### config.mk
export PLATFORM = sky130hd
export DESIGN_NAME = lru_key_value_cache_core
export DESIGN_NICKNAME = d
export VERILOG_FILES = /design/src/hdl/lkvc_pkg.sv /design/src/hdl/lkvc_ctrl.sv /design/src/hdl/lkvc_datapath.sv /design/src/hdl/lru_key_value_cache_core.sv
export SDC_FILE = /design/constraint.sdc
export NUM_CORES = 1
export LEC_CHECK = 0
export BUFFER_PORTS_ARGS = -buffer_cell sky130_fd_sc_hd__buf_4
export CAP_MARGIN = 20
export CORE_UTILIZATION = 30
export CTS_CLUSTER_DIAMETER = 50
export DETAILED_ROUTE_END_ITERATION = 6
export GPL_ROUTABILITY_DRIVEN = 0
export PLACE_DENSITY_LB_ADDON = 0.25
export SYNTH_ARGS = -nofsm -noshare
export SYNTH_HDL_FRONTEND = slang
export SYNTH_SLANG_ARGS = --single-unit
### constraint.sdc
create_clock -name clock -period 12.3 [get_ports clock]
set_input_delay 3.075 -clock clock [delete_from_list [all_inputs] [get_ports clock]]
set_output_delay 3.075 -clock clock [all_outputs]
set_load 0.1 [all_outputs]
### src/hdl/lkvc_pkg.sv
// ----------------------------------------------------------------------------
// lkvc_pkg
// Shared types and constants for the LRU key-value cache core: default sizes,
// operation codes, controller states and the controller command bundle.
// ----------------------------------------------------------------------------
package lkvc_pkg;

   localparam int ENTRIES_DEF   = 8;
   localparam int KEY_BITS_DEF  = 16;
   localparam int DATA_BITS_DEF = 32;
   localparam int CSR_BITS      = 4;

   typedef enum logic {
      OP_GET = 1'b0,
      OP_PUT = 1'b1
   } op_type;

   typedef enum logic {
      ST_IDLE,
      ST_UPDATE
   } state_type;

   typedef struct packed {
      logic capture;
      logic commit;
      logic cfg_write;
   } cmd_type;

endpackage

### src/hdl/lkvc_ctrl.sv
// ----------------------------------------------------------------------------
// lkvc_ctrl
// Controller: request and configuration handshakes, two-state sequencer and
// the response valid flag in front of the output register.
// ----------------------------------------------------------------------------
module lkvc_ctrl (
   input  logic             clock,
   input  logic             reset,
   input  logic             req_tvalid,
   output logic             req_tready,
   output logic             rsp_tvalid,
   input  logic             rsp_tready,
   input  logic             csr_valid,
   output logic             csr_ready,
   output lkvc_pkg::cmd_type cmd
);

   lkvc_pkg::state_type state_ff, state_in;
   logic                rsp_valid_ff, rsp_valid_in;

   always_ff @(posedge clock) begin
      if (reset) begin
         state_ff     <= lkvc_pkg::ST_IDLE;
         rsp_valid_ff <= 1'b0;
      end else begin
         state_ff     <= state_in;
         rsp_valid_ff <= rsp_valid_in;
      end
   end

   always_comb begin
      state_in      = state_ff;
      rsp_valid_in  = rsp_valid_ff & ~rsp_tready;
      req_tready    = 1'b0;
      csr_ready     = 1'b0;
      cmd           = '0;
      unique case (state_ff)
         lkvc_pkg::ST_IDLE: begin
            csr_ready  = 1'b1;
            req_tready = ~csr_valid;
            if (csr_valid) begin
               cmd.cfg_write = 1'b1;
            end else if (req_tvalid) begin
               cmd.capture = 1'b1;
               state_in    = lkvc_pkg::ST_UPDATE;
            end
         end
         lkvc_pkg::ST_UPDATE: begin
            // wait for a free output register
            if (!rsp_valid_ff || rsp_tready) begin
               cmd.commit   = 1'b1;
               rsp_valid_in = 1'b1;
               state_in     = lkvc_pkg::ST_IDLE;
            end
         end
         default: begin
            state_in = lkvc_pkg::ST_IDLE;
         end
      endcase
   end

   assign rsp_tvalid = rsp_valid_ff;

endmodule

### src/hdl/lkvc_datapath.sv
// ----------------------------------------------------------------------------
// lkvc_datapath
// Datapath: entry keys, valid bits and recency ranks, parallel key compare,
// victim selection, rank update, value memory and response register.
// ----------------------------------------------------------------------------
module lkvc_datapath #(
   parameter int ENTRIES   = lkvc_pkg::ENTRIES_DEF,
   parameter int KEY_BITS  = lkvc_pkg::KEY_BITS_DEF,
   parameter int DATA_BITS = lkvc_pkg::DATA_BITS_DEF
) (
   input  logic                          clock,
   input  logic                          reset,
   input  lkvc_pkg::cmd_type             cmd,
   input  logic                          req_op,
   input  logic [KEY_BITS-1:0]           req_key,
   input  logic [DATA_BITS-1:0]          req_value,
   input  logic [lkvc_pkg::CSR_BITS-1:0] csr_data,
   output logic                          rsp_hit,
   output logic [DATA_BITS-1:0]          rsp_data
);

   localparam int IDX_BITS = (ENTRIES > 1) ? $clog2(ENTRIES) : 1;
   localparam int CNT_BITS = $clog2(ENTRIES + 1);

   logic [CNT_BITS-1:0]  count_ff, cfg_count;
   logic [ENTRIES-1:0]   valid_ff, active_vec;
   logic [KEY_BITS-1:0]  key_ff  [ENTRIES];
   logic [IDX_BITS-1:0]  rank_ff [ENTRIES];
   logic [IDX_BITS-1:0]  rank_in [ENTRIES];
   logic [DATA_BITS-1:0] data_mem [ENTRIES];
   logic [IDX_BITS-1:0]  last_rank;

   lkvc_pkg::op_type     op_ff;
   logic [KEY_BITS-1:0]  key_req_ff;
   logic [DATA_BITS-1:0] value_ff;
   logic [ENTRIES-1:0]   match_ff, match_in;
   logic [ENTRIES-1:0]   empty_ff, empty_in;
   logic [ENTRIES-1:0]   oldest_ff, oldest_in;

   logic                 hit, full, is_put, fill, do_update;
   logic [ENTRIES-1:0]   empty_low, target;
   logic [IDX_BITS-1:0]  target_idx, target_rank;

   logic                 rsp_hit_ff;
   logic [DATA_BITS-1:0] rsp_data_ff;

   // clamp of the written entry count
   always_comb begin
      if (csr_data == '0) begin
         cfg_count = CNT_BITS'(1);
      end else if (32'(csr_data) > ENTRIES) begin
         cfg_count = CNT_BITS'(ENTRIES);
      end else begin
         cfg_count = CNT_BITS'(csr_data);
      end
   end

   // compare stage
   assign last_rank = IDX_BITS'(count_ff - CNT_BITS'(1));

   always_comb begin
      for (int i = 0; i < ENTRIES; i++) begin
         active_vec[i] = CNT_BITS'(i) < count_ff;
         match_in[i]   = valid_ff[i] & active_vec[i] & (key_ff[i] == req_key);
         empty_in[i]   = ~valid_ff[i] & active_vec[i];
         oldest_in[i]  = valid_ff[i] & (rank_ff[i] == last_rank);
      end
   end

   // update stage
   assign hit       = |match_ff;
   assign full      = ~|empty_ff;
   assign is_put    = op_ff == lkvc_pkg::OP_PUT;
   assign fill      = is_put & ~hit & ~full;
   assign do_update = hit | is_put;
   assign empty_low = empty_ff & (~empty_ff + ENTRIES'(1));
   assign target    = hit ? match_ff : (full ? oldest_ff : empty_low);

   always_comb begin
      target_idx  = '0;
      target_rank = '0;
      for (int i = 0; i < ENTRIES; i++) begin
         if (target[i]) begin
            target_idx  = target_idx | IDX_BITS'(i);
            target_rank = target_rank | rank_ff[i];
         end
      end
   end

   always_comb begin
      for (int i = 0; i < ENTRIES; i++) begin
         if (target[i]) begin
            rank_in[i] = '0;
         end else if (valid_ff[i] && (fill || rank_ff[i] < target_rank)) begin
            rank_in[i] = rank_ff[i] + IDX_BITS'(1);
         end else begin
            rank_in[i] = rank_ff[i];
         end
      end
   end

   always_ff @(posedge clock) begin
      if (reset) begin
         valid_ff <= '0;
         count_ff <= CNT_BITS'(ENTRIES);
      end else if (cmd.cfg_write) begin
         valid_ff <= '0;
         count_ff <= cfg_count;
      end else if (cmd.commit && fill) begin
         valid_ff <= valid_ff | target;
      end
   end

   always_ff @(posedge clock) begin
      if (cmd.capture) begin
         op_ff      <= lkvc_pkg::op_type'(req_op);
         key_req_ff <= req_key;
         value_ff   <= req_value;
         match_ff   <= match_in;
         empty_ff   <= empty_in;
         oldest_ff  <= oldest_in;
      end
      if (cmd.commit && do_update) begin
         for (int i = 0; i < ENTRIES; i++) begin
            rank_ff[i] <= rank_in[i];
            if (target[i] && is_put && !hit) begin
               key_ff[i] <= key_req_ff;
            end
         end
      end
   end

   // value memory with registered read into the response register
   always_ff @(posedge clock) begin
      if (cmd.commit) begin
         if (is_put) begin
            data_mem[target_idx] <= value_ff;
         end
         rsp_hit_ff  <= hit;
         rsp_data_ff <= (!is_put && hit) ? data_mem[target_idx] : '0;
      end
   end

   assign rsp_hit  = rsp_hit_ff;
   assign rsp_data = rsp_data_ff;

endmodule

### src/hdl/lru_key_value_cache_core.sv
// ----------------------------------------------------------------------------
// lru_key_value_cache_core
// Fully associative key-value cache with least-recently-used replacement.
// ----------------------------------------------------------------------------
// Each request is a get or a put of one key: the accept cycle registers a
// parallel compare of the key against every entry, and the update cycle picks
// the matching, lowest empty or least recent entry, updates the recency ranks
// on a hit or a put, writes the value memory on a put and loads the response
// register. A new request is accepted only after the last one has passed its
// update cycle, which a held response stalls. A write on the csr channel sets
// the number of entries in use (zero reads as one, values above ENTRIES as
// ENTRIES) and empties the cache. The value memory needs no clearing pass.
// ----------------------------------------------------------------------------
module lru_key_value_cache_core #(
   parameter int ENTRIES   = lkvc_pkg::ENTRIES_DEF,
   parameter int KEY_BITS  = lkvc_pkg::KEY_BITS_DEF,
   parameter int DATA_BITS = lkvc_pkg::DATA_BITS_DEF,
   localparam int REQ_BITS = ((KEY_BITS + DATA_BITS + 7) / 8) * 8,
   localparam int RSP_BITS = ((DATA_BITS + 7) / 8) * 8
) (
   input  logic                          clock,
   input  logic                          reset,
   input  logic                          req_tvalid,
   output logic                          req_tready,
   input  logic [REQ_BITS-1:0]           req_tdata,   // key, value
   input  logic                          req_tuser,   // op
   output logic                          rsp_tvalid,
   input  logic                          rsp_tready,
   output logic [RSP_BITS-1:0]           rsp_tdata,   // read_value
   output logic                          rsp_tuser,   // hit
   input  logic                          csr_valid,
   output logic                          csr_ready,
   input  logic [lkvc_pkg::CSR_BITS-1:0] csr_data     // active_entries
);

   lkvc_pkg::cmd_type    cmd;
   logic [DATA_BITS-1:0] rsp_data;

   lkvc_ctrl u_ctrl (
      .clock      (clock),
      .reset      (reset),
      .req_tvalid (req_tvalid),
      .req_tready (req_tready),
      .rsp_tvalid (rsp_tvalid),
      .rsp_tready (rsp_tready),
      .csr_valid  (csr_valid),
      .csr_ready  (csr_ready),
      .cmd        (cmd)
   );

   lkvc_datapath #(
      .ENTRIES   (ENTRIES),
      .KEY_BITS  (KEY_BITS),
      .DATA_BITS (DATA_BITS)
   ) u_datapath (
      .clock     (clock),
      .reset     (reset),
      .cmd       (cmd),
      .req_op    (req_tuser),
      .req_key   (req_tdata[KEY_BITS-1:0]),
      .req_value (req_tdata[KEY_BITS+DATA_BITS-1:KEY_BITS]),
      .csr_data  (csr_data),
      .rsp_hit   (rsp_tuser),
      .rsp_data  (rsp_data)
   );

   assign rsp_tdata = RSP_BITS'(rsp_data);

endmodule
==> flow_summary.yaml, run 1 <==
run_status:
  status: "completed"
cts:
  cts_setup_buffers: 0
  htree_levels: 2
  cts_buffer_depth: 3
  cts.sinks: 528
  cts_tree: "yes"
  ctsResizeCount: 0
  clk_latency_ns: 0.62
  root_buffer: "clkbuf_16"
  cts_buffers: 59
  postCtsHoldBufs: 0
  path_clk_slew_ns: 0.06
logic_synthesis:
  netlist.area_leader.share: 0.720
  synth_most_common_cell: "edfxtp_1"
  avgSynthCellArea_sq_um: 16.3
  synth_warnings: 0
  synth.net_count: 1401
  yosys-top-cells-count: "edfxtp_1 (514), xnor2_1 (112), mux2i_1 (96), nand2_1 (73), nor2_1 (68)"
  yosysSeqAreaShare: 0.733
  synth_seq_cells: 528
  synth.distinct_cells: 56
  synthArstFlopShare: 0
  netlist.top_cell.by_area: "edfxtp_1"
  ys.flop_type: "edfxtp_1"
  syn_area_sq_mm: 0.0214
  syn_inst: 1316
  synthTopCellsByArea: "edfxtp_1 (72%), xnor2_1 (4.6%), mux2i_1 (4.5%), xor2_1 (2.0%), ha_1 (1.6%)"
  synth_edf_count: 514
finish:
  layout.cells.non_filler: 2435
  antennaDiodeCount: 0
  area_delta_synth_final_pct: 18.2
  nets: 1530
  seq_area_sq_mm: 0.0157
  multiInputGateArea_sq_mm: 0.00545
  final_util: 0.360
  fill_cells: 6696
  drive_gt1_frac: 0.173
grt:
  antenna_found_initial: 1
  first_global_vias: 11762
  grt_pass1_wl_um: 74900
  grt_max_degree: 69
  grt_use_total: 0.137
  grt.overflow.total: 0
timing:
  slew_headroom: 0.281
  tightest_slew_ns: 1.08
  post-route-min-period_ns: 6.70
  finalSetupViolations: 0
  hold_violations: 0
  rsz0062_at_grt: "no"
  fmax_mhz: 149
  period_share: 0.544
  worst_hold_slack_ns: 0.526
  slew_violations: 0
  final.setup_skew_ns: 0.0268
  setup_ws_ns: 5.60
  fin_tns_setup_ns: 0
power:
  worst_ir_drop_vdd_v: 0.000109
  p_per_area_mw_per_mm2: 155
  p_leak_nw: 8.10
die:
  initial_core_util: 0.304
  coreArea_sq_mm: 0.0704
  die_x_um: 269
  fp.dieArea_sq_mm: 0.0725
  die_h_um: 269
  placementRows: 97
  ios: 94
critical_path:
  worstPathRequired_ns: 9.22
  arrival_ns: 3.62
  criticalPathCategory: "input port to output port"
  critPathLaunchType: "input port"
  worst_setup_path_end_kind: "output port"
  critPathMaxFanout: 3
placement:
  dp_slack_ns: 5.60
  numPortBuffers: 93
  hpwl_um: 30600
  dp.cells: 2323
drt:
  ant_nets: 0
  vias: 11448
  drt_iter0_drc: 736
  firstDrtPassIters: 6
  drc: 0
  wl_per_cell_um: 20.7
  wl_um: 50300
  vias_per_cell: 4.70
min_path:
  holdCritPathClass: "flip-flop to flip-flop"
job:
  drv_cap: 0
==> final timing paths <==
check                         start                       end  slack (ns)  cells after the start
min                 u_ctrl.state_ff         u_ctrl.rsp_tvalid        0.53                      2
max reg2reg  u_datapath.empty_ff[2]  u_datapath.rank_ff[1][7]        8.02                     10
min reg2reg         u_ctrl.state_ff         u_ctrl.rsp_tvalid        0.53                      2
max                       csr_valid                req_tready        5.60                      3
==> state kept, by name, summed over array words and instances, names as in the netlist <==
name	cells
u_ctrl.state_ff	1
u_datapath.is_put	1
u_datapath.empty_ff	8
u_datapath.match_ff	8
u_datapath.key_req_ff	16
u_datapath.key_ff	128
u_datapath.valid_ff	8
u_datapath.rank_ff	24
u_datapath.rsp_data	32
u_datapath.rsp_hit	1
u_ctrl.rsp_tvalid	1
u_datapath.count_ff	4
u_datapath.value_ff	32
u_datapath.data_mem	256
u_datapath.oldest_ff	8
==> area by class of cell <==
| type | instances | share of cell area |
|---|---|---|
| sequential | 528 | 0.620 |
| multi-input combinational | 712 | 0.215 |
| clock buffer | 70 | 0.0620 |
| tap | 940 | 0.0464 |
| timing repair buffer | 125 | 0.0381 |
| clock inverter | 41 | 0.0149 |
| inverter | 19 | 0.00291 |
==> power breakdown <==
group	switching (W)	total, W	internal (W)
Sequential	0.0000255	0.00201	0.00199
Combinational	0.000103	0.000158	0.0000550
Clock	0.000742	0.00175	0.00101
==> critical path, stage by stage <==
cell and delay [ns]:
buf_4 0.12, nor2_1 0.12, buf_4 0.31
==> kinds of logic after synthesis <==
family	count (synthesis)	synth area share
DFF	528	0.733
and+or+nand+nor	246	0.0587
AOI/OAI and AO/OA	182	0.0651
xor gates and xnor gates	161	0.0658
muxes	96	0.0448
buffers and inverters	76	0.0163
adders and majority gates	27	0.0158
==> stage by stage <==
stage / instance area (sq um) / power (W)
4_1_cts: 25300 / 0.00397
3_5_place_dp: 23400 / 0.00221
5_1_grt: 25300 / 0.00404
6_report: 25300 / 0.00392
3_3_place_gp: 23300 / 0.00221
2_1_floorplan: 21400 / 0.00214
==> metal layers <==
metal / vias up / track usage / wire, um
met5: - / 0 / 0
met4: 0 / 0.0426 / 1290
met3: 85 / 0.0226 / 2120
met2: 254 / 0.224 / 24100
met1: 5769 / 0.184 / 22900
li1: 5340 / - / -
==> cell usage in the layout, fill, tap and decap left out, types with 3 or more instances in the layout <==
cell,instances
clkinvlp_4,8
bufinv_16,4
o21ai_0,10
inv_6,6
a21o_1,32
nand2_1,73
mux2i_1,96
a222oi_1,6
o22a_1,32
nand4_1,23
edfxtp_1,514
xor2_1,49
a21oi_1,29
nor2_1,63
nor2_4,7
xnor2_1,112
buf_4,122
o21bai_1,6
o221ai_1,32
nor3_2,3
o21a_1,8
inv_1,18
a31oi_1,3
or4b_2,8
o22ai_1,8
nand3_1,20
clkbuf_16,61
clkinv_1,10
clkbuf_1,8
ha_1,27
nor4_1,16
dfxtp_1,14
nor4_2,3
clkinv_2,8
nor3_1,3
nor4_4,3
nor2b_1,7
a31o_2,3
Power figures use the tool's default switching activity.
==> run 2, diff against run 1 <==
clock period = 5.65 ns   (was 12.3 ns; I/O delays follow)
==> run 2 against run 1 <==
  * Die area unchanged
  * Count of clock-buffer cells in the layout is 6 higher
  * Combinational power grew 120%
  * Global-route usage up 0.32 points
  * Wire length grew 1.6%
  * Clock skew grew 0.013 ns
  * Power rose by 120%
  * Non-clock buffer count up 5
  * Critical endpoint is now u_datapath.rank_ff[0][0]
  * Largest power group unchanged
==> flow_summary.yaml, run 2 (synthesized netlist as in run 1, its figures left out) <==
grt:
  grt_max_degree: 69
  first_global_vias: 12096
  grt.overflow.total: 0
  antenna_found_initial: 0
  grt_use_total: 0.140
  grt_pass1_wl_um: 76900
timing:
  fmax_mhz: 253
  fin_tns_setup_ns: 0
  worst_hold_slack_ns: 0.529
  hold_violations: 0
  period_share: 0.700
  tightest_slew_ns: 1.08
  slew_violations: 0
  slew_headroom: 0.277
  final.setup_skew_ns: 0.0395
  post-route-min-period_ns: 3.96
  rsz0062_at_grt: "no"
  finalSetupViolations: 0
finish:
  fill_cells: 6680
  area_delta_synth_final_pct: 18.6
  drive_gt1_frac: 0.171
  antennaDiodeCount: 0
  multiInputGateArea_sq_mm: 0.00547
  final_util: 0.361
  seq_area_sq_mm: 0.0157
  final_cell_mix: "edfxtp_1 (514), buf_4 (126), xnor2_1 (112), mux2i_1 (96), nand2_1 (73)"
  nets: 1536
  fin_area_sq_mm: 0.0254
  largest_register: "u_datapath.data_mem"
  reg_top3: "u_datapath.data_mem x256, u_datapath.key_ff x128"
  largest_reg_flops: 256
  final_common_cell: "edfxtp_1"
critical_path:
  worstPathRequired_ns: 5.91
  r2r_setup_slack_ns: 1.69
  critPathLaunchType: "flip-flop"
  rr_worst_depth: 10
  criticalPathCategory: "flip-flop to flip-flop"
  arrival_ns: 4.22
  critPathMaxFanout: 8
  worst_setup_path_end_kind: "flip-flop"
  r2r_end: "u_datapath.rank_ff[0][0]"
  rr_startpoint: "u_datapath.empty_ff[2]"
cts:
  htree_levels: 2
  root_buffer: "clkbuf_16"
  cts_tree: "yes"
  path_clk_slew_ns: 0.06
  cts_setup_buffers: 0
  ctsResizeCount: 0
  cts_buffers: 60
  cts.sinks: 528
  clk_latency_ns: 0.63
  cts_buffer_depth: 3
  postCtsHoldBufs: 0
drt:
  wl_per_cell_um: 21.0
  ant_nets: 0
  drc: 0
  drt_iter0_drc: 794
  vias_per_cell: 4.75
  wl_um: 51100
  firstDrtPassIters: 5
  vias: 11583
power:
  p_leak_nw: 8.14
  p_per_area_mw_per_mm2: 336
  worst_ir_drop_vdd_v: 0.000242
  power_w: 0.00854
die:
  coreArea_sq_mm: 0.0704
  fp.dieArea_sq_mm: 0.0725
  initial_core_util: 0.304
  placementRows: 97
  die_x_um: 269
  ios: 94
  die_h_um: 269
placement:
  placed_area_sq_mm: 0.0234
  numPortBuffers: 93
  hpwl_um: 31900
run_status:
  status: "completed"
min_path:
  holdCritPathClass: "flip-flop to flip-flop"
  whs_endpoint: "u_ctrl.rsp_tvalid"
  worstHoldStart: "u_ctrl.state_ff"
  whs_path_depth: 2
job:
  drv_cap: 0
## run 2: cell types whose count changed in the layout (fill, tap and decap cells not counted), moves of 2 or more
cell and change:
buf_6 -2, clkbuf_1 +7, nor4_4 +2, clkinvlp_4 -5, nor4_2 -2, buf_4 +4
buf_12 +2
## run 2: routing by layer
metal	GRT usage	up-vias	part of all wire	wire length (um)
li1	-	5340	-	-
met1	0.185	5851	0.44	22700
met2	0.231	310	0.48	24600
met3	0.0259	82	0.052	2640
met4	0.0429	0	0.024	1210
met5	0	-	0	0
## run 2: cell type report
class	count	area share
flip-flops and latches	528	0.619
clock inverters	35	0.0142
repair buffers	130	0.0405
multi-input cells	712	0.215
clock buffers	76	0.0623
inverters	19	0.00291
well taps	940	0.0463
## run 2: worst max-delay path by stage
stage	from	to	slack, ns	cells after the start
2_1_floorplan	rsp_tready	u_datapath.data_mem[4][0]	-0.54	4
3_3_place_gp	rsp_tready	u_datapath.data_mem[6][8]	1.69	6
3_5_place_dp	rsp_tready	u_datapath.data_mem[7][8]	1.62	6
4_1_cts	u_datapath.empty_ff[2]	u_datapath.rank_ff[0][0]	1.67	10
5_1_grt	u_datapath.empty_ff[2]	u_datapath.rank_ff[0][0]	1.38	10
6_report	u_datapath.empty_ff[2]	u_datapath.rank_ff[0][0]	1.69	10
## run 2: power by group
part | switching, W | internal, W | total [W]
clock network | 0.00159 | 0.00223 | 0.00381
registers | 0.0000554 | 0.00433 | 0.00438
logic | 0.000222 | 0.000121 | 0.000343
## run 2: critical path, cell delays in order (launching register included)
cell      delay (ns)
edfxtp_1        0.49
nor4_2          0.50
a31oi_1         0.21
o21bai_1        0.59
a222oi_1        0.23
nand2_1         0.11
a221oi_1        0.09
buf_4           0.21
ha_1            0.19
or4b_2          0.66
o22ai_1         0.32
## run 2: stage by stage
stage | instances | setup slack (ns)
floorplan | 1316 | -0.543
global placement | 2325 | 1.69
detailed placement | 2327 | 1.62
CTS | 2438 | 1.67
global route | 2440 | 1.38
finish | 2440 | 1.69
